===== config.mk =====
export PLATFORM = sky130hd
export DESIGN_NAME = lpc_queue
export DESIGN_NICKNAME = d
export VERILOG_FILES = /design/src/hw/rtl/lpc_pkg.sv /design/src/hw/rtl/lpc_queue.sv
export SDC_FILE = /design/constraint.sdc
export NUM_CORES = 1
export LEC_CHECK = 0
export BUFFER_PORTS_ARGS = -buffer_cell sky130_fd_sc_hd__buf_2
export CORE_MARGIN = 8
export CORE_UTILIZATION = 48
export CTS_CLUSTER_DIAMETER = 50
export CTS_CLUSTER_SIZE = 30
export DETAILED_ROUTE_END_ITERATION = 10
export GPL_TIMING_DRIVEN = 0
export HOLD_SLACK_MARGIN = 0.15
export PLACE_DENSITY = 0.66
export SYNTH_ARGS = -nofsm -noshare
export SYNTH_HDL_FRONTEND = slang
export SYNTH_SLANG_ARGS = --single-unit

===== constraint.sdc =====
create_clock -name clk -period 7.64 [get_ports clk]
set_input_delay 1.146 -clock clk [delete_from_list [all_inputs] [get_ports clk]]
set_output_delay 1.146 -clock clk [all_outputs]
set_load 0.01 [all_outputs]

===== src/hw/rtl/lpc_pkg.sv =====
// shared constants, types and register codes for the local peak clip filter
// no dependencies; every other rtl file but lpc_ram imports this package

package lpc_pkg;

	localparam int MAX_WIDTH    = 1024;
	localparam int PIXEL_BITS   = 16;
	localparam int HEIGHT_LIMIT = 4096;

	localparam int ADDR_BITS = $clog2(MAX_WIDTH);
	localparam int CNT_BITS  = $clog2(MAX_WIDTH + 1);
	localparam int FW_BITS   = 11;
	localparam int FH_BITS   = 13;
	localparam int ROW_BITS  = 12;
	localparam int FW_CMP    = (FW_BITS > CNT_BITS) ? FW_BITS : CNT_BITS;

	localparam logic [FW_BITS-1:0] FW_RESET = FW_BITS'(1024);
	localparam logic [FH_BITS-1:0] FH_RESET = FH_BITS'(1024);

	localparam int CFG_DATA_BITS = 32;
	localparam int CFG_ADDR_BITS = 3;

	// register index, taken from the word address bit
	localparam logic REG_FRAME_WIDTH  = 1'b0;
	localparam logic REG_FRAME_HEIGHT = 1'b1;

	// request codes
	localparam logic REQ_PIXEL = 1'b0;
	localparam logic REQ_DRAIN = 1'b1;

	localparam int QUEUE_DEPTH = 4;
	localparam int QPTR_BITS   = $clog2(QUEUE_DEPTH);

	typedef logic [PIXEL_BITS-1:0] pixel_t;

	// one classified pixel with its neighborhood, front to back
	typedef struct packed {
		pixel_t center;
		pixel_t left;
		pixel_t right;
		pixel_t up;
		pixel_t down;
		logic   has_left;
		logic   has_up;
		logic   has_right;
		logic   has_down;
		logic   row_end;
		logic   frame_end;
	} lpc_item_t;

	// effective frame geometry and restart pulse from the register block
	typedef struct packed {
		logic [CNT_BITS-1:0] width;
		logic [FH_BITS-1:0]  height;
		logic                restart;
	} lpc_frame_t;

endpackage


===== src/hw/rtl/lpc_queue.sv =====
// short flop queue of classified pixels between front and back
// uses lpc_pkg for the item type and depth

module lpc_queue (
	input  logic               clk,
	input  logic               arst_n,
	input  logic               push,
	input  lpc_pkg::lpc_item_t push_item,
	output logic               full,
	input  logic               pop,
	output lpc_pkg::lpc_item_t head,
	output logic               empty
);

	import lpc_pkg::*;

	lpc_item_t            entry_q [QUEUE_DEPTH];
	logic [QPTR_BITS-1:0] wr_ptr_q;
	logic [QPTR_BITS-1:0] rd_ptr_q;
	logic [QPTR_BITS:0]   count_q;

	function automatic logic [QPTR_BITS-1:0] ptr_inc(input logic [QPTR_BITS-1:0] p);
		logic [QPTR_BITS-1:0] r;
		if (p == QPTR_BITS'(QUEUE_DEPTH - 1)) begin
			r = '0;
		end else begin
			r = p + QPTR_BITS'(1);
		end
		return r;
	endfunction

	assign full  = (count_q == (QPTR_BITS + 1)'(QUEUE_DEPTH));
	assign empty = (count_q == '0);
	assign head  = entry_q[rd_ptr_q];

	always_ff @(posedge clk or negedge arst_n) begin
		if (!arst_n) begin
			wr_ptr_q <= '0;
			rd_ptr_q <= '0;
			count_q  <= '0;
		end else begin
			if (push) begin
				wr_ptr_q <= ptr_inc(wr_ptr_q);
			end
			if (pop) begin
				rd_ptr_q <= ptr_inc(rd_ptr_q);
			end
			case ({push, pop})
				2'b10:   count_q <= count_q + (QPTR_BITS + 1)'(1);
				2'b01:   count_q <= count_q - (QPTR_BITS + 1)'(1);
				default: count_q <= count_q;
			endcase
		end
	end

	always_ff @(posedge clk) begin
		if (push) begin
			entry_q[wr_ptr_q] <= push_item;
		end
	end

`ifndef NO_ASSERTIONS
	a_count_bound: assert property (@(posedge clk) disable iff (!arst_n)
		count_q <= (QPTR_BITS + 1)'(QUEUE_DEPTH))
		else $error("queue count beyond depth");
`endif

endmodule


==> flow_metrics.py <==
metrics = {
    "yosys": {
        "yosysTopAreaCell": "edfxtp_1",
        "yosys_warnings": 0,
        "netlist_instances": 488,
        "synth-edff-count": 344,
        "yosysUniqueCellTypes": 23,
        "ys_async_sr_fraction": 0.0199,
        "yosys-top-cells-area": "edfxtp_1 81%, mux4_2 15%, dfrtp_1 1.4%, ha_1 0.59%, buf_4 0.29%",
        "synthTopCellsByCount": "344 x edfxtp_1, 86 x mux4_2, 7 x buf_2, 7 x dfrtp_1",
        "avgSynthCellArea_sq_um": 26.3,
        "synth_fp_nets": 585,
        "synth-main-ff-cell": "edfxtp_1",
        "yosysMostFrequentCell": "edfxtp_1",
        "synthesis.area_sq_mm": 0.0128,
        "ys_ff_latch": 351,
        "synth.top_cell.area_share": 0.805,
        "yosysSeqAreaShare": 0.819,
    },
    "run_status": {
        "status": "completed",
    },
    "global_routing": {
        "grt_antenna_before_repair": 5,
        "grt_remaining_overflow": 0,
        "grt.total_usage": 0.146,
        "grt_first_pass_wirelength_um": 36900,
        "grt_max_degree": 49,
        "grt_pass1_vias": 6489,
    },
    "power": {
        "intPower_mw": 4.04,
        "seqPwrFrac": 0.443,
        "p_switching_mw": 1.68,
        "ir_drop_mv": 0.247,
        "clkPwrFrac": 0.264,
        "switching_share": 0.293,
        "p_leak_nw": 5.24,
        "pwr-share-comb": 0.293,
        "powerDensity_mw_per_mm2": 374,
        "p_total_mw": 5.72,
    },
    "placed_design": {
        "dp_slack_ns": 4.70,
        "portBuffers": 177,
        "gp_congestion": 0.735,
        "dpl.hpwl_um": 15300,
        "place_inst": 1010,
    },
    "sta": {
        "slew_viol_final": 0,
        "min_period_ns": 3.45,
        "hold_violations": 0,
        "setup_viol": 0,
        "worstMarginPinSlew_ns": 0.681,
        "finClkSkew_ns": 0.0106,
        "period_share": 0.451,
        "grt_setup_unrepaired": "false",
        "layout_setup_ws_ns": 4.19,
        "max_freq_ghz": 0.290,
        "slew_headroom": 0.546,
        "setup_tns_ns": 0,
    },
    "worst_setup_path": {
        "arrival_ns": 2.30,
        "end_kind": "output port",
        "start_kind": "flip-flop",
        "required_ns": 6.49,
        "cp_max_fo": 10,
        "reg2reg_slack_ns": 5.64,
        "critical_path_class": "reg -> out",
    },
    "routing": {
        "post-route-drc-count": 0,
        "wl_um": 23500,
        "avgViaCountPerCell": 5.34,
        "first_iter_violations": 379,
        "drt_pre_antenna_iters": 4,
        "drt-wirelength-per-cell_um": 22.0,
        "ant_nets": 0,
        "vias": 5707,
    },
    "cts": {
        "numCtsBuffers": 30,
        "root_buffer": "clkbuf_16",
        "cts_max_level": 1,
        "post_cts_buffers": 0,
        "postCtsHoldBufs": 0,
        "postCtsResizedCells": 0,
        "clk_pin_slew_worst_paths_ns": 0.07,
        "tritoncts": "built",
        "clock-sinks": 351,
        "insertion_delay_ns": 0.55,
        "clockBufferDepth": 3,
    },
    "cells_and_area": {
        "seq_area_sq_mm": 0.0105,
        "drive_gt1_frac": 0.472,
        "utilization": 0.575,
        "multi_input_area_sq_mm": 0.00216,
        "syn_to_final_growth_pct": 19.1,
        "final_cells": 1068,
        "nets": 798,
        "fillCellCount": 1954,
    },
    "floorplanning": {
        "pin_count": 178,
        "rows": 60,
        "die_h_um": 179,
        "coreArea_sq_mm": 0.0266,
        "start_util": 0.483,
        "die_area_sq_mm": 0.0322,
        "die_width_um": 179,
    },
    "flow_run": {
        "cap_violations": 0,
    },
    "hold_path": {
        "hold_path_class": "in -> async",
    },
}
## per-layer routing
| metal | GRT usage | vias up | routed length, um | share of wire |
|---|---|---|---|---|
| met1 | 0.178 | 2972 | 9630 | 0.41 |
| met5 | 0 | - | 31 | 0.0013 |
| met2 | 0.250 | 161 | 11800 | 0.50 |
| met3 | 0.0444 | 38 | 1660 | 0.071 |
| met4 | 0.0377 | 6 | 392 | 0.017 |
| li1 | - | 2530 | - | - |
## layout make-up
type | instances | area share
multi-input combinational | 111 | 0.142
timing repair buffer | 181 | 0.0652
sequential | 351 | 0.688
clock inverter | 20 | 0.0131
tap | 341 | 0.0279
inverter | 6 | 0.00147
clock buffer | 36 | 0.0533
buffer | 20 | 0.00950
antenna | 2 | 0.000328
## stage by stage
stage	area (sq um)	hold slack [ns]
floorplan	12800	0.457
detailed placement	14300	0.490
CTS	15300	0.401
finish	15300	0.428
global route	15300	0.405
global placement	14100	0.478
## power by group through the flow
stage	Combinational, mW	Clock, mW	Sequential, mW
floorplan	1.08	0	2.58
global placement	1.68	0	2.61
detailed placement	1.73	0	2.58
CTS	1.74	1.55	2.54
global route	1.82	1.62	2.56
finish	1.68	1.51	2.53
## path summary, 6_finish.rpt
check	from	end	cells past startpoint
worst min register to register	count_q[2]	count_q[2]	1
max in group asynchronous	arst_n	rd_ptr_q[0]	1
worst max register to register	wr_ptr_q[0]	entry_q[2][48]	4
min in group clk	count_q[2]	count_q[2]	1
worst min-delay path	arst_n	wr_ptr_q[1]	1
worst max-delay path	rd_ptr_q[1]	head[71]	5
## state kept, by name (all words and copies together) (netlist names)
register,cells
entry_q,344
rd_ptr_q,2
count_q,3
wr_ptr_q,2
## cell usage in the layout, fill, tap and decap left out, drive strengths merged
cell,instances
dfrtp,7
and3,1
nor3,1
clkinvlp,3
mux2,2
nor2,2
xnor2,1
xor2,2
mux4,86
clkbuf,40
diode,2
and2,4
ha,6
o21ai,2
clkinv,7
mux2i,1
buf,197
or3,1
edfxtp,344
fa,1
inv,16
nand2,1
## critical path, stage by stage (launching register included)
cell and delay [ns]:
dfrtp_1 0.34, buf_2 0.24, buf_2 0.29, buf_2 0.35
mux4_2 0.38, buf_2 0.16
## cell families after synthesis
kind of cell	Yosys count	synth area share
AO/OA/AOI/OAI	2	0.000780
adder cells (fa/ha/maj)	7	0.00741
AND/OR/NAND/NOR	10	0.00419
flip-flops	351	0.819
XOR/XNOR	3	0.00205
multiplexers	89	0.154
buffers and inverters	26	0.0131
No activity file was read; power rests on OpenSTA's default activity.
