<file path="src/hw/rtl/lpc_pkg.sv">
// shared constants, types and register codes for the local peak clip filter
// no dependencies; every other rtl file but lpc_ram imports this package

package lpc_pkg;

	localparam int MAX_WIDTH    = 1024;
	localparam int PIXEL_BITS   = 16;
	localparam int HEIGHT_LIMIT = 4096;

	localparam int ADDR_BITS = $clog2(MAX_WIDTH);
	localparam int CNT_BITS  = $clog2(MAX_WIDTH + 1);
	localparam int FW_BITS   = 11;
	localparam int FH_BITS   = 13;
	localparam int ROW_BITS  = 12;
	localparam int FW_CMP    = (FW_BITS > CNT_BITS) ? FW_BITS : CNT_BITS;

	localparam logic [FW_BITS-1:0] FW_RESET = FW_BITS'(1024);
	localparam logic [FH_BITS-1:0] FH_RESET = FH_BITS'(1024);

	localparam int CFG_DATA_BITS = 32;
	localparam int CFG_ADDR_BITS = 3;

	// register index, taken from the word address bit
	localparam logic REG_FRAME_WIDTH  = 1'b0;
	localparam logic REG_FRAME_HEIGHT = 1'b1;

	// request codes
	localparam logic REQ_PIXEL = 1'b0;
	localparam logic REQ_DRAIN = 1'b1;

	localparam int QUEUE_DEPTH = 4;
	localparam int QPTR_BITS   = $clog2(QUEUE_DEPTH);

	typedef logic [PIXEL_BITS-1:0] pixel_t;

	// one classified pixel with its neighborhood, front to back
	typedef struct packed {
		pixel_t center;
		pixel_t left;
		pixel_t right;
		pixel_t up;
		pixel_t down;
		logic   has_left;
		logic   has_up;
		logic   has_right;
		logic   has_down;
		logic   row_end;
		logic   frame_end;
	} lpc_item_t;

	// effective frame geometry and restart pulse from the register block
	typedef struct packed {
		logic [CNT_BITS-1:0] width;
		logic [FH_BITS-1:0]  height;
		logic                restart;
	} lpc_frame_t;

endpackage

</file>
<file path="src/hw/rtl/lpc_back.sv">
// back end: clips each pixel above its existing neighbors to the largest of
// them over two stages and holds the result beat until taken; uses lpc_pkg

module lpc_back (
	input  logic               clk,
	input  logic               arst_n,
	input  lpc_pkg::lpc_item_t head,
	input  logic               empty,
	output logic               pop,
	output logic               res_valid,
	input  logic               res_stall,
	output lpc_pkg::pixel_t    pixel_out,
	output logic               row_end,
	output logic               frame_end
);

	import lpc_pkg::*;

	logic   valid_s2;
	pixel_t center_s2;
	pixel_t m01_s2;
	pixel_t m23_s2;
	logic   v01_s2;
	logic   v23_s2;
	logic   row_end_s2;
	logic   frame_end_s2;

	logic   valid_s3;
	pixel_t pixel_s3;
	logic   row_end_s3;
	logic   frame_end_s3;

	logic   out_free;
	logic   adv_s2;
	pixel_t m01;
	pixel_t m23;
	pixel_t mx;
	logic   any;

	assign out_free = !valid_s3 || !res_stall;
	assign adv_s2   = !valid_s2 || out_free;
	assign pop      = !empty && adv_s2;

	// pairwise max, an absent neighbor never wins
	assign m01 = (head.has_left && (!head.has_up || head.left > head.up)) ? head.left : head.up;
	assign m23 = (head.has_right && (!head.has_down || head.right > head.down)) ?
		head.right : head.down;

	always_ff @(posedge clk or negedge arst_n) begin
		if (!arst_n) begin
			valid_s2 <= 1'b0;
		end else if (adv_s2) begin
			valid_s2 <= !empty;
		end
	end

	always_ff @(posedge clk) begin
		if (pop) begin
			center_s2    <= head.center;
			m01_s2       <= m01;
			m23_s2       <= m23;
			v01_s2       <= head.has_left || head.has_up;
			v23_s2       <= head.has_right || head.has_down;
			row_end_s2   <= head.row_end;
			frame_end_s2 <= head.frame_end;
		end
	end

	assign mx  = (v01_s2 && (!v23_s2 || m01_s2 > m23_s2)) ? m01_s2 : m23_s2;
	assign any = v01_s2 || v23_s2;

	always_ff @(posedge clk or negedge arst_n) begin
		if (!arst_n) begin
			valid_s3 <= 1'b0;
		end else if (out_free) begin
			valid_s3 <= valid_s2;
		end
	end

	always_ff @(posedge clk) begin
		if (out_free && valid_s2) begin
			pixel_s3     <= (any && center_s2 > mx) ? mx : center_s2;
			row_end_s3   <= row_end_s2;
			frame_end_s3 <= frame_end_s2;
		end
	end

	assign res_valid = valid_s3;
	assign pixel_out = pixel_s3;
	assign row_end   = row_end_s3;
	assign frame_end = frame_end_s3;

`ifndef NO_ASSERTIONS
	a_frame_end_on_row_end: assert property (@(posedge clk) disable iff (!arst_n)
		(valid_s3 && frame_end_s3) |-> row_end_s3)
		else $error("frame end flagged off a row end");
`endif

endmodule

</file>
<file path="config.mk">
export PLATFORM = sky130hd
export DESIGN_NAME = lpc_back
export DESIGN_NICKNAME = d
export VERILOG_FILES = /design/src/hw/rtl/lpc_pkg.sv /design/src/hw/rtl/lpc_back.sv
export SDC_FILE = /design/constraint.sdc
export NUM_CORES = 1
export LEC_CHECK = 0
export BUFFER_PORTS_ARGS = -buffer_cell sky130_fd_sc_hd__buf_2
export CELL_PAD_IN_SITES_DETAIL_PLACEMENT = 1
export CELL_PAD_IN_SITES_GLOBAL_PLACEMENT = 1
export CORE_MARGIN = 2
export CORE_UTILIZATION = 43
export CTS_CLUSTER_DIAMETER = 30
export DETAILED_ROUTE_END_ITERATION = 10
export PLACE_DENSITY = 0.79
export SLEW_MARGIN = 5
export SYNTH_ARGS = -nofsm -noshare
export SYNTH_HDL_FRONTEND = slang
export SYNTH_SLANG_ARGS = --single-unit
</file>
<file path="constraint.sdc">
create_clock -name clk -period 7.5 [get_ports clk]
set_input_delay 1.875 -clock clk [delete_from_list [all_inputs] [get_ports clk]]
set_output_delay 1.875 -clock clk [all_outputs]
set_load 0.05 [all_outputs]
</file>
==> key figures, run 1 <==
Timing
  • Unrepaired setup endpoints after global routing: no
  • Setup TNS: 0 ns
  • Fmax: roughly 200 MHz
  • Slew of the pin with the lowest slew margin: around 1.2 ns
  • Tmin final: 4.98 ns
  • Fin. max-slew vios: 0
  • Final hold violations: 0
  • Crit share post-route: about two thirds
  • Slew HR: 17.3%
  • Worst Clk Skew: 0.00443 ns
  • Final setup fails: 0

Clocking
  • Sink Count: 72
  • Clock buffer depth: 2
  • CTS tree: done
  • Cts hold-fix bufs: 0
  • Num CTS Buffers: 9
  • Post-CTS Setup Bufs: 0
  • Worst-path clk slew: 0.06 ns
  • Later-pin clock latency in the skew report: ~0.34 ns
  • Post-cts gate resize count: 0
  • Clk Tree Root Cell: clkbuf_16
  • H-Tree Depth: 3

Layout
  • N_diodes: 0
  • Area Overhead vs Synth: 17.8%
  • Final Net Count: 790
  • Cell area after layout: 6460 um^2
  • Layout cells sized above 1: around 22%
  • Filler cells: about 1500

Routing
  • WL met1: ~6600 um
  • Antenna Nets Post-Route: 0
  • Via density: 6.07
  • Top Layer Used: met4
  • Total number of vias: roughly 4900
  • Met2 WL: between 8000 and 9000 um
  • Wire length per cell: approximately 20 um
  • Initial DRC count: between 500 and 600
  • WL met3: roughly 1000 um
  • Remaining DRCs: 0
  • DRT Wirelength: around 16000 um
  • First-pass DRT Iterations: 8

Worst setup path
  • CP endpoint kind: output port
  • Critical Path AT: 3.10 ns
  • CP dominant cell by count: buf_2
  • WP data required: approximately 5.6 ns
  • CP max stage cell: buf_4
  • CP max stage delay: 0.56 ns
  • Crit start category: primary input
  • Critical path class: in2out
  • Critical path, cell by cell: buf_2 -> a31oi_4 -> buf_4 -> buf_2
  • Critical-path maximum fanout: between 50 and 60

Yosys
  • Mapped cell area: approximately 5500 um^2
  • Compound-Gate Fraction of Synth Area: between 15 and 20%
  • Main combinational cell family by area after synthesis: compound AO/OA/AOI/OAI gates
  • Yosys warning total: 0
  • Asr flop ratio synth: ~2.8%
  • Post-synth EDFFs: 70
  • Seq/Total Area, Yosys: 39.3%
  • Post-synthesis adder-cell area fraction: between 10% and 20%
  • Syn Nets: 695
  • XOR/XNOR Fraction of Synth Area: 0%
  • Mux cell area share after synthesis: under 10%
  • Mean post-synth cell area: just over 10 um^2
  • Yosys top cell area share: 38.3%
  • Ys flop type: edfxtp_1
  • Main area contributors after synthesis: edfxtp_1, ha_1, nand3_1
  • Post-synthesis simple-gate area fraction: between 10% and 20%
  • Netlist cell types: 44
  • Synth Register Bits: 72
  • Leading area contributor after synthesis: edfxtp_1
  • Cells after Synth: approximately 540

Placed design
  • DP Wirelength: between 10000 and 15000 um
  • PortBufs: ~110
  • Cell Area, Placed: ~6200 um^2
  • GPL Wtd Cong: 0.864

Die
  • Die width: roughly 120 um
  • Cell Rows: a little over 40
  • Initial core utilization: 43.8%
  • Die area: roughly 14000 um^2
  • # IOs: 110
  • Die Ht: 117 um
  • Core Region: roughly 13000 um^2

Power
  • PwrDens: between 150 and 200 nW/um^2
  • Pleak: approximately 0.0028 uW
  • IR Drop Worst-Case VDD: between 0.08 and 0.09 mV

Job
  • Max Cap Viol: 0

GRT
  • First-pass GRT wire length: ~26000 um
  • Initial antenna violation count: 0
  • Vias in the first global route: around 5000
  • GRT Overall Usage: between 20 and 25%
  • Largest net degree at the start of global routing: between 50 and 60
  • Global route overflow: 0

Min path
  • Worst min-delay path class: reg2reg

Status
  • Outcome: finished clean
routing by layer:
| metal | vias up | GRT usage, % |
|---|---|---|
| li1 | 2303 | - |
| met5 | - | 0 |
| met1 | 2385 | 29.8 |
| met3 | 32 | 3.50 |
| met4 | 0 | 6.90 |
| met2 | 206 | 44.2 |
registers in the layout, summed over array words and instances (netlist names):
signal / cells
center_s2: 16
frame_end: 1
frame_end_s2: 1
m01_s2: 16
m23_s2: 16
pixel_out: 16
res_valid: 1
row_end: 1
row_end_s2: 1
v01_s2: 1
v23_s2: 1
valid_s2: 1
cells by family (layout without fill, tap and decap cells):
logic type / after synthesis / after routing
AO/OA/AOI/OAI: 122 / 122
flip-flops: 72 / 72
adder cells (fa/ha/maj): 64 / 64
buffers and inverters: 96 / 195
multiplexers: 32 / 32
AND/OR/NAND/NOR: 155 / 155
final timing paths:
kind	startpoint	end	slack (ns)	depth (start not counted)
max	res_stall	pop	2.52	4
min	frame_end_s2	frame_end	0.42	0
max reg2reg	m23_s2[14]	pixel_out[0]	2.75	13
min reg2reg	frame_end_s2	frame_end	0.42	0
max in group asynchronous	arst_n	res_valid	6.09	1
min in group asynchronous	arst_n	valid_s2	1.31	1
critical path, delay by kind of cell:
kind | cells | cell delay [ns]
buf+inv | 3 | 1.09
compound gates | 1 | 0.13
power breakdown:
group / switching (uW) / internal, uW
Sequential: 21.3 / 494
Combinational: 227 / 132
Clock: 159 / 254
per-stage QoR:
step                      util, %  power [uW]  hold slack [ns]  instances  setup slack (ns)
after floorplan                 -         765            0.400        541             0.386
after global placement       49.3         853            0.405        797              2.57
after detailed placement     49.3         877            0.420        797              2.51
after CTS                    51.6        1290            0.423        812              2.50
after global routing         51.6        1350            0.427        812              2.44
final                        51.6        1290            0.421        812              2.52
cell usage after synthesis (all sizes together) (3+ instances only):
library cell / count
o21ai: 13
o31ai: 3
and2: 30
a21o: 4
inv: 66
mux2i: 30
nor2: 9
a31oi: 4
o211ai: 4
nor4: 3
a222oi: 30
buf: 6
a211oi: 3
o2111ai: 32
a21oi: 23
nand3: 66
nand4: 14
clkbuf: 22
edfxtp: 70
nand2: 15
nor2b: 8
ha: 64
cell type report:
cell class	count	area (um^2)	share of cell area [%]
sequential	72	2150	33.3
tap	172	215	3.33
clock inverter	6	61.3	0.950
multi-input combinational	373	2980	46.1
timing repair buffer	112	568	8.80
inverter	68	255	3.95
clock buffer	9	225	3.49
cells in the final DEF (no fill, tap or decap), types with 4 or more instances in the layout:
cell type,count
a21o_1,4
a21oi_1,22
a222oi_1,30
and2_1,30
buf_2,109
clkbuf_16,9
edfxtp_1,70
ha_1,64
inv_1,66
mux2i_1,30
nand2_1,15
nand3_1,66
nand4_1,13
nor2_1,9
nor2b_1,8
o2111ai_1,32
o211ai_1,4
o21ai_0,10
(Power assumes the default switching activity.)
==> inputs of run 2 (changes only) <==
==> constraint.sdc (replaced) <==
create_clock -name clk -period 4.7 [get_ports clk]
set_input_delay 1.175 -clock clk [delete_from_list [all_inputs] [get_ports clk]]
set_output_delay 1.175 -clock clk [all_outputs]
set_load 0.05 [all_outputs]
==> run 2 against run 1 <==
Net effect: non-clock buffer count is 4 higher; highest routed layer unchanged; flip-flop and latch count is the same; register-to-register slack lost 2.3 ns; largest power group unchanged.
==> key figures, run 2 (synthesis results as in run 1) <==
Layout
  • Fin util: 52.3% (+0.68 points)
  • Most frequent cells in the layout: buf_2, edfxtp_1, nand3_1, inv_1, ha_1
  • Final Net Count: 794 (+0.51%)
  • Layout cells sized above 1: 22.5% (+0.45 points)
  • Commonest non-fill, non-tap cell in the layout: buf_2
  • N_diodes: 0 (unchanged)
  • Area Overhead vs Synth: 19.3%

Die
  • # IOs: 110 (unchanged)
  • Die area: 13700 um^2 (unchanged)
  • Initial core utilization: 43.8% (unchanged)
  • Die width: 117 um (unchanged)
  • Core Region: 12500 um^2 (unchanged)
  • Die Ht: 117 um (unchanged)
  • Cell Rows: 41 (unchanged)

Timing
  • Fin. max-slew vios: 0 (unchanged)
  • Slew of the pin with the lowest slew margin: 1.31 ns (+0.0757 ns)
  • Final hold violations: 0 (unchanged)
  • Tmin final: between 4 and 5 ns
  • Setup TNS: 0 ns (unchanged)
  • Fmax: roughly 240 MHz
  • Unrepaired setup endpoints after global routing: no
  • Worst Clk Skew: 0.00685 ns (+0.00243 ns)
  • Slew HR: 12.2% (-5.1 points)
  • Final setup fails: 0 (unchanged)
  • Crit share post-route: 89.5%

Status
  • Outcome: finished clean

Placed design
  • PortBufs: 109 (unchanged)
  • GPL Wtd Cong: 0.878 (+1.6%)
  • DP Wirelength: 12500 um (+1.6%)

Worst setup path
  • Critical path class: reg2reg
  • FF-to-FF Start: m01_s2[14]
  • Critical path, cell by cell: ha_1 -> nand4_2 -> nor4_4 -> o21ai_2 -> a31oi_4 -> mux2i_1 -> ha_1 -> a211oi_1 -> o21ai_0 -> a221oi_1 -> a21oi_2 -> buf_4 -> mux2i_1
  • Critical-path maximum fanout: 16 (-70%)
  • Critical Path AT: 4.27 ns (+1.17 ns)
  • WP data required: 4.76 ns (-0.86 ns)
  • Reg2Reg Depth: 13 (unchanged)
  • CP max stage delay: 0.60 ns (+0.04 ns)
  • Crit start category: register
  • Reg2reg setup slack: 0.50 ns (-2.25 ns)
  • Crit path max-delay family: compound AO/OA/AOI/OAI gates
  • CP max stage cell: a31oi_4
  • Buf/Inv on CP: 1 (-2)
  • CP endpoint kind: register
  • Critical R2R Capture: pixel_out[13]

Min path
  • Hold path depth: 0 (unchanged)
  • Worst min-delay path class: reg2reg
  • Hold Path End: frame_end
  • Worst hold start: frame_end_s2

Routing
  • DRT Wirelength: 16400 um (+0.72%)
  • Total number of vias: 5021 (+1.9%)
  • Antenna Nets Post-Route: 0 (unchanged)
  • Initial DRC count: 711 (+28%)
  • Remaining DRCs: 0 (unchanged)
  • Wire length per cell: 20.1 um (+0.11%)
  • First-pass DRT Iterations: 8 (unchanged)
  • Via density: 6.15 (+1.3%)

Clocking
  • Clock buffer depth: 2 (unchanged)
  • Clk Tree Root Cell: clkbuf_16
  • Post-CTS Setup Bufs: 0 (unchanged)
  • Post-cts gate resize count: 0 (unchanged)
  • Cts hold-fix bufs: 0 (unchanged)
  • CTS tree: done
  • Worst-path clk slew: 0.06 ns (about the same)
  • Sink Count: 72 (unchanged)
  • H-Tree Depth: 3 (unchanged)
  • Num CTS Buffers: 9 (unchanged)
  • Later-pin clock latency in the skew report: 0.33 ns (about the same)

Power
  • Int Power: 1520 uW (+73%)
  • Seq pwr share: 37.8% (-2.2 points)
  • Power share of the combinational group: 26.5% (-1.4 points)
  • Switching portion of total power: 30.3% (-1.4 points)
  • IR Drop Worst-Case VDD: 0.187 mV (+110%)
  • PwrDens: 333 nW/um^2 (+67%)
  • Pleak: 0.00287 uW (+1.5%)
  • Switching Power: 659 uW (+62%)
  • Power share of the clock group: 35.7% (+3.6 points)

GRT
  • GRT Overall Usage: 24.9% (+0.63 points)
  • Global route overflow: 0 (unchanged)
  • Largest net degree at the start of global routing: 53 (-1.9%)
  • Initial antenna violation count: 0 (unchanged)
  • First-pass GRT wire length: 26400 um (+2.4%)
  • Vias in the first global route: 5134 (+0.078%)

Job
  • Max Cap Viol: 0 (unchanged)
run 2: worst max path at each step:
stage | slack [ns] | cells after the start | end | startpoint
3_3_place_gp | 0.71 | 13 | pixel_out[13] | m01_s2[14]
6_report | 0.50 | 13 | pixel_out[13] | m01_s2[14]
5_1_grt | 0.33 | 14 | pixel_out[3] | m01_s2[14]
3_5_place_dp | 0.58 | 13 | pixel_out[13] | m01_s2[14]
2_1_floorplan | 0.32 | 1 | pop | empty
4_1_cts | 0.55 | 14 | pixel_out[8] | m01_s2[13]
run 2: layer usage:
| layer | wire [um] | GRT usage, % | up-vias |
|---|---|---|---|
| li1 | - | - | 2322 |
| met1 | 6800 | 31.0 | 2439 |
| met2 | 8340 | 44.5 | 219 |
| met3 | 880 | 3.30 | 41 |
| met4 | 407 | 8.31 | 0 |
| met5 | 0 | 0 | - |
run 2: power groups by stage:
stage	clock network, uW	registers [uW]	logic, uW
4_1_cts	791	823	578
2_1_floorplan	0	894	325
3_3_place_gp	0	832	535
6_report	778	822	577
3_5_place_dp	0	835	572
5_1_grt	820	827	636
run 2: final cells by class:
class / instances / area (um^2)
flip-flops and latches: 72 / 2150
fillers: 1465 / 5980
clock inverters: 7 / 120
multi-input cells: 373 / 2980
well taps: 172 / 215
repair buffers: 116 / 598
clock buffers: 9 / 225
inverters: 68 / 255
run 2: worst reg2reg max path, delay by kind of cell (launching register included):
kind / cells / cell delay [ns]
DFF: 1 / 0.40
AOI/OAI and AO/OA: 6 / 1.61
buffers and inverters: 1 / 0.24
muxes: 2 / 0.49
adders and majority gates: 2 / 0.65
and+or+nand+nor: 2 / 0.53
run 2: metrics by stage:
step | worst slack [ns] | cell area, um^2 | std cells | hold WS, ns | total power (uW)
after global placement | 0.711 | 6200 | 801 | 0.407 | 1370
after CTS | 0.547 | 6540 | 817 | 0.420 | 2190
after floorplan | 0.318 | 5490 | 541 | 0.400 | 1220
final | 0.495 | 6540 | 817 | 0.420 | 2180
after global routing | 0.326 | 6540 | 817 | 0.423 | 2280
after detailed placement | 0.579 | 6200 | 801 | 0.406 | 1410
==> inputs of run 3 (changes only) <==
--- a/config.mk
+++ b/config.mk
@@ -5,14 +5,16 @@
 export SDC_FILE = /design/constraint.sdc
 export NUM_CORES = 1
 export LEC_CHECK = 0
+export ABC_AREA = 1
 export BUFFER_PORTS_ARGS = -buffer_cell sky130_fd_sc_hd__buf_2
 export CELL_PAD_IN_SITES_DETAIL_PLACEMENT = 1
 export CELL_PAD_IN_SITES_GLOBAL_PLACEMENT = 1
 export CORE_MARGIN = 2
-export CORE_UTILIZATION = 43
+export CORE_UTILIZATION = 41
 export CTS_CLUSTER_DIAMETER = 30
 export DETAILED_ROUTE_END_ITERATION = 10
 export PLACE_DENSITY = 0.79
+export SETUP_SLACK_MARGIN = 0.5
 export SLEW_MARGIN = 5
 export SYNTH_ARGS = -nofsm -noshare
 export SYNTH_HDL_FRONTEND = slang
==> run 3 against run 2 <==
Net effect: global-route usage decreased by 4.6 points; clock-buffer cell count unchanged; flip-flop and latch count unchanged; clock skew about the same; clock power decreased by 13%; sequential power decreased by 0.7%; sequential share of layout area increased by 4.2 points; non-clock buffer count decreased by 5; critical path type unchanged.
==> key figures, run 3 <==
Power
  • Switching Power: 659 uW (about the same)
  • IR Drop Worst-Case VDD: 0.295 mV (+58%)
  • Switching portion of total power: 32.4% (+2.2 points)
  • Pleak: 0.00305 uW (+6.2%)
  • Seq pwr share: 40.2% (+2.4 points)
  • Int Power: 1370 uW (-9.6%)
  • Power share of the clock group: 33.1% (-2.6 points)
  • PwrDens: 350 nW/um^2 (+5.2%)
  • Power share of the combinational group: 26.7% (+0.2 points)

Clocking
  • CTS tree: done
  • Later-pin clock latency in the skew report: 0.35 ns (+0.02 ns)
  • Clock buffer depth: 2 (unchanged)
  • Clk Tree Root Cell: clkbuf_16
  • Post-CTS Setup Bufs: 0 (unchanged)
  • Cts hold-fix bufs: 0 (unchanged)
  • Post-cts gate resize count: 0 (unchanged)
  • Num CTS Buffers: 9 (unchanged)
  • Worst-path clk slew: 0.06 ns (about the same)
  • Sink Count: 72 (unchanged)
  • H-Tree Depth: 3 (unchanged)

GRT
  • Largest net degree at the start of global routing: 53 (unchanged)
  • Global route overflow: 0 (unchanged)
  • Initial antenna violation count: 0 (unchanged)
  • First-pass GRT wire length: 20300 um (-23%)
  • GRT Overall Usage: 20.3% (-4.6 points)
  • Vias in the first global route: 4313 (-16%)

Die
  • Initial core utilization: 42.3% (-1.5 points)
  • Die area: 12700 um^2 (-6.9%)
  • Die width: 113 um (-3.5%)
  • Die Ht: 113 um (-3.5%)
  • Cell Rows: 39 (-4.9%)
  • # IOs: 110 (unchanged)
  • Core Region: 11500 um^2 (-8.4%)

Worst setup path
  • Critical path class: reg2reg
  • WP data required: 4.79 ns (+0.03 ns)
  • Critical Path AT: 3.89 ns (-0.38 ns)
  • Critical path, cell by cell: ha_1 -> nand4_1 -> nor3_2 -> nand2_1 -> nand2_1 -> nand2_1 -> nand2_4 -> nand2_4 -> nand2_2 -> nand2_1 -> ha_1 -> nand2_1 -> inv_1 -> nand3_1 -> nor2_1 -> nand2_2 -> a21oi_4 -> inv_4 -> nand2_1 -> nand2_1
  • Critical-path maximum fanout: 17 (+1)
  • Reg2Reg Depth: 20 (+7)
  • CP max stage cell: edfxtp_1
  • CP max stage delay: 0.45 ns (-0.15 ns)
  • CP dominant cell by count: nand2_1
  • Crit start category: register
  • CP endpoint kind: register

Routing
  • Via density: 5.02 (-18%)
  • Antenna Nets Post-Route: 0 (unchanged)
  • Wire length per cell: 15.2 um (-24%)
  • DRT Wirelength: 12500 um (-24%)
  • Initial DRC count: 113 (-84%)
  • First-pass DRT Iterations: 4 (-4)
  • Remaining DRCs: 0 (unchanged)
  • Total number of vias: 4117 (-18%)

Timing
  • Hold Slack: 0.422 ns (+0.00179 ns)
  • Fin. max-slew vios: 0 (unchanged)
  • Final hold violations: 0 (unchanged)
  • Worst Clk Skew: 0.00663 ns (-0.000225 ns)
  • Fmax: 263 MHz (+11%)
  • Unrepaired setup endpoints after global routing: no
  • Tmin final: 3.80 ns (-0.405 ns)
  • Slew HR: 56.1% (+44 points)
  • Slew of the pin with the lowest slew margin: 0.658 ns (-0.651 ns)
  • Crit share post-route: 80.8% (-8.6 points)
  • Final setup fails: 0 (unchanged)
  • Setup TNS: 0 ns (unchanged)

Layout
  • Commonest non-fill, non-tap cell in the layout: nand2_1
  • Area Overhead vs Synth: 19.5%
  • Layout cells sized above 1: 21.6% (-0.91 points)
  • Most frequent cells in the layout: nand2_1, buf_2, inv_1
  • N_diodes: 0 (unchanged)
  • Filler cells: 1396 (-4.7%)
  • Cell area after layout: 5800 um^2 (-11%)
  • Final Net Count: 826 (+4.0%)

Yosys
  • Asr flop ratio synth: 2.78% (unchanged)
  • Post-synth EDFFs: 70 (unchanged)
  • Yosys warning total: 0 (unchanged)
  • Syn Nets: 718 (+3.3%)
  • Synth Register Bits: 72 (unchanged)
  • Mean post-synth cell area: 8.60 um^2 (-15%)
  • Mapped cell area: 4850 um^2 (-12%)
  • Cells after Synth: 564 (+4.3%)
  • Count leader, synth: nand2_1
  • Yosys top cell area share: 43.3% (+5.0 points)
  • Leading area contributor after synthesis: edfxtp_1
  • Main area contributors after synthesis: edfxtp_1, ha_1, nand2_1
  • Seq/Total Area, Yosys: 44.4% (+5.1 points)
  • Post-synth top cells: nand2_1, inv_1, nand3_1
  • Ys flop type: edfxtp_1
  • Netlist cell types: 29 (-34%)

Placed design
  • Cell Area, Placed: 5500 um^2 (-11%)
  • GPL Wtd Cong: 0.811 (-7.7%)
  • DP Wirelength: 10300 um (-18%)
  • PortBufs: 109 (unchanged)

Job
  • Max Cap Viol: 0 (unchanged)

Status
  • Outcome: finished clean

Min path
  • Worst min-delay path class: reg2reg
  • Hold path depth: 0 (unchanged)
==> run 3: cell types whose count changed in the layout (fill, tap and decap cells not counted), sizes merged, moves of 17 or more <==
cell / change
nand2: +169
o2111ai: -32
a222oi: -30
mux2i: -30
and2: -29
inv: +17
==> run 3: cell type report <==
type / count / area, um^2 / share of cell area [%]
inverter: 83 / 314 / 5.42
timing repair buffer: 111 / 561 / 9.67
clock inverter: 7 / 72.6 / 1.25
tap: 143 / 179 / 3.09
sequential: 72 / 2150 / 37.1
multi-input combinational: 395 / 2300 / 39.6
clock buffer: 9 / 225 / 3.88
==> run 3: path summary, 6_finish.rpt <==
| kind | slack (ns) | to | from |
|---|---|---|---|
| max in group asynchronous | 4.01 | valid_s2 | arst_n |
| worst max register to register | 0.90 | pixel_out[4] | m01_s2[11] |
| min in group asynchronous | 0.60 | res_valid | arst_n |
| worst max-delay path | 0.90 | pixel_out[4] | m01_s2[11] |
| worst min register to register | 0.42 | row_end | row_end_s2 |
| worst min-delay path | 0.42 | row_end | row_end_s2 |
==> run 3: worst max-delay path: cells and delay by family, from the launching register on <==
kind                       cells  cell delay (ns)
and+or+nand+nor               15             1.75
adders and majority gates      2             0.67
DFF                            1             0.45
AOI/OAI and AO/OA              1             0.44
buffers and inverters          2             0.24
==> run 3: cell families after synthesis <==
logic type               share of synthesized area [%]
buffers and inverters                             8.33
adder cells (fa/ha/maj)                           16.5
flip-flops                                        44.4
AND/OR/NAND/NOR                                   26.3
AO/OA/AOI/OAI                                     4.56
==> run 3: power by group through the flow <==
stage	combinational (uW)	clock (uW)	sequential [uW]
2_1_floorplan	311	0	901
3_3_place_gp	504	0	827
3_5_place_dp	538	0	830
4_1_cts	547	686	818
5_1_grt	610	705	822
6_report	543	673	816
==> run 3: per-stage QoR <==
step / setup slack (ns) / utilization [%] / cells / total power [uW]
floorplan: 0.833 / - / 564 / 1210
global placement: 1.19 / 48.0 / 804 / 1330
detailed placement: 0.989 / 48.0 / 804 / 1370
CTS: 0.902 / 50.6 / 820 / 2050
global route: 0.582 / 50.6 / 820 / 2140
finish: 0.900 / 50.6 / 820 / 2030
==> run 3: routing by layer <==
metal,track usage [%],wire length (um)
met1,25.0,5680
met2,36.6,6160
met3,2.30,462
met4,7.72,208
met5,0,0
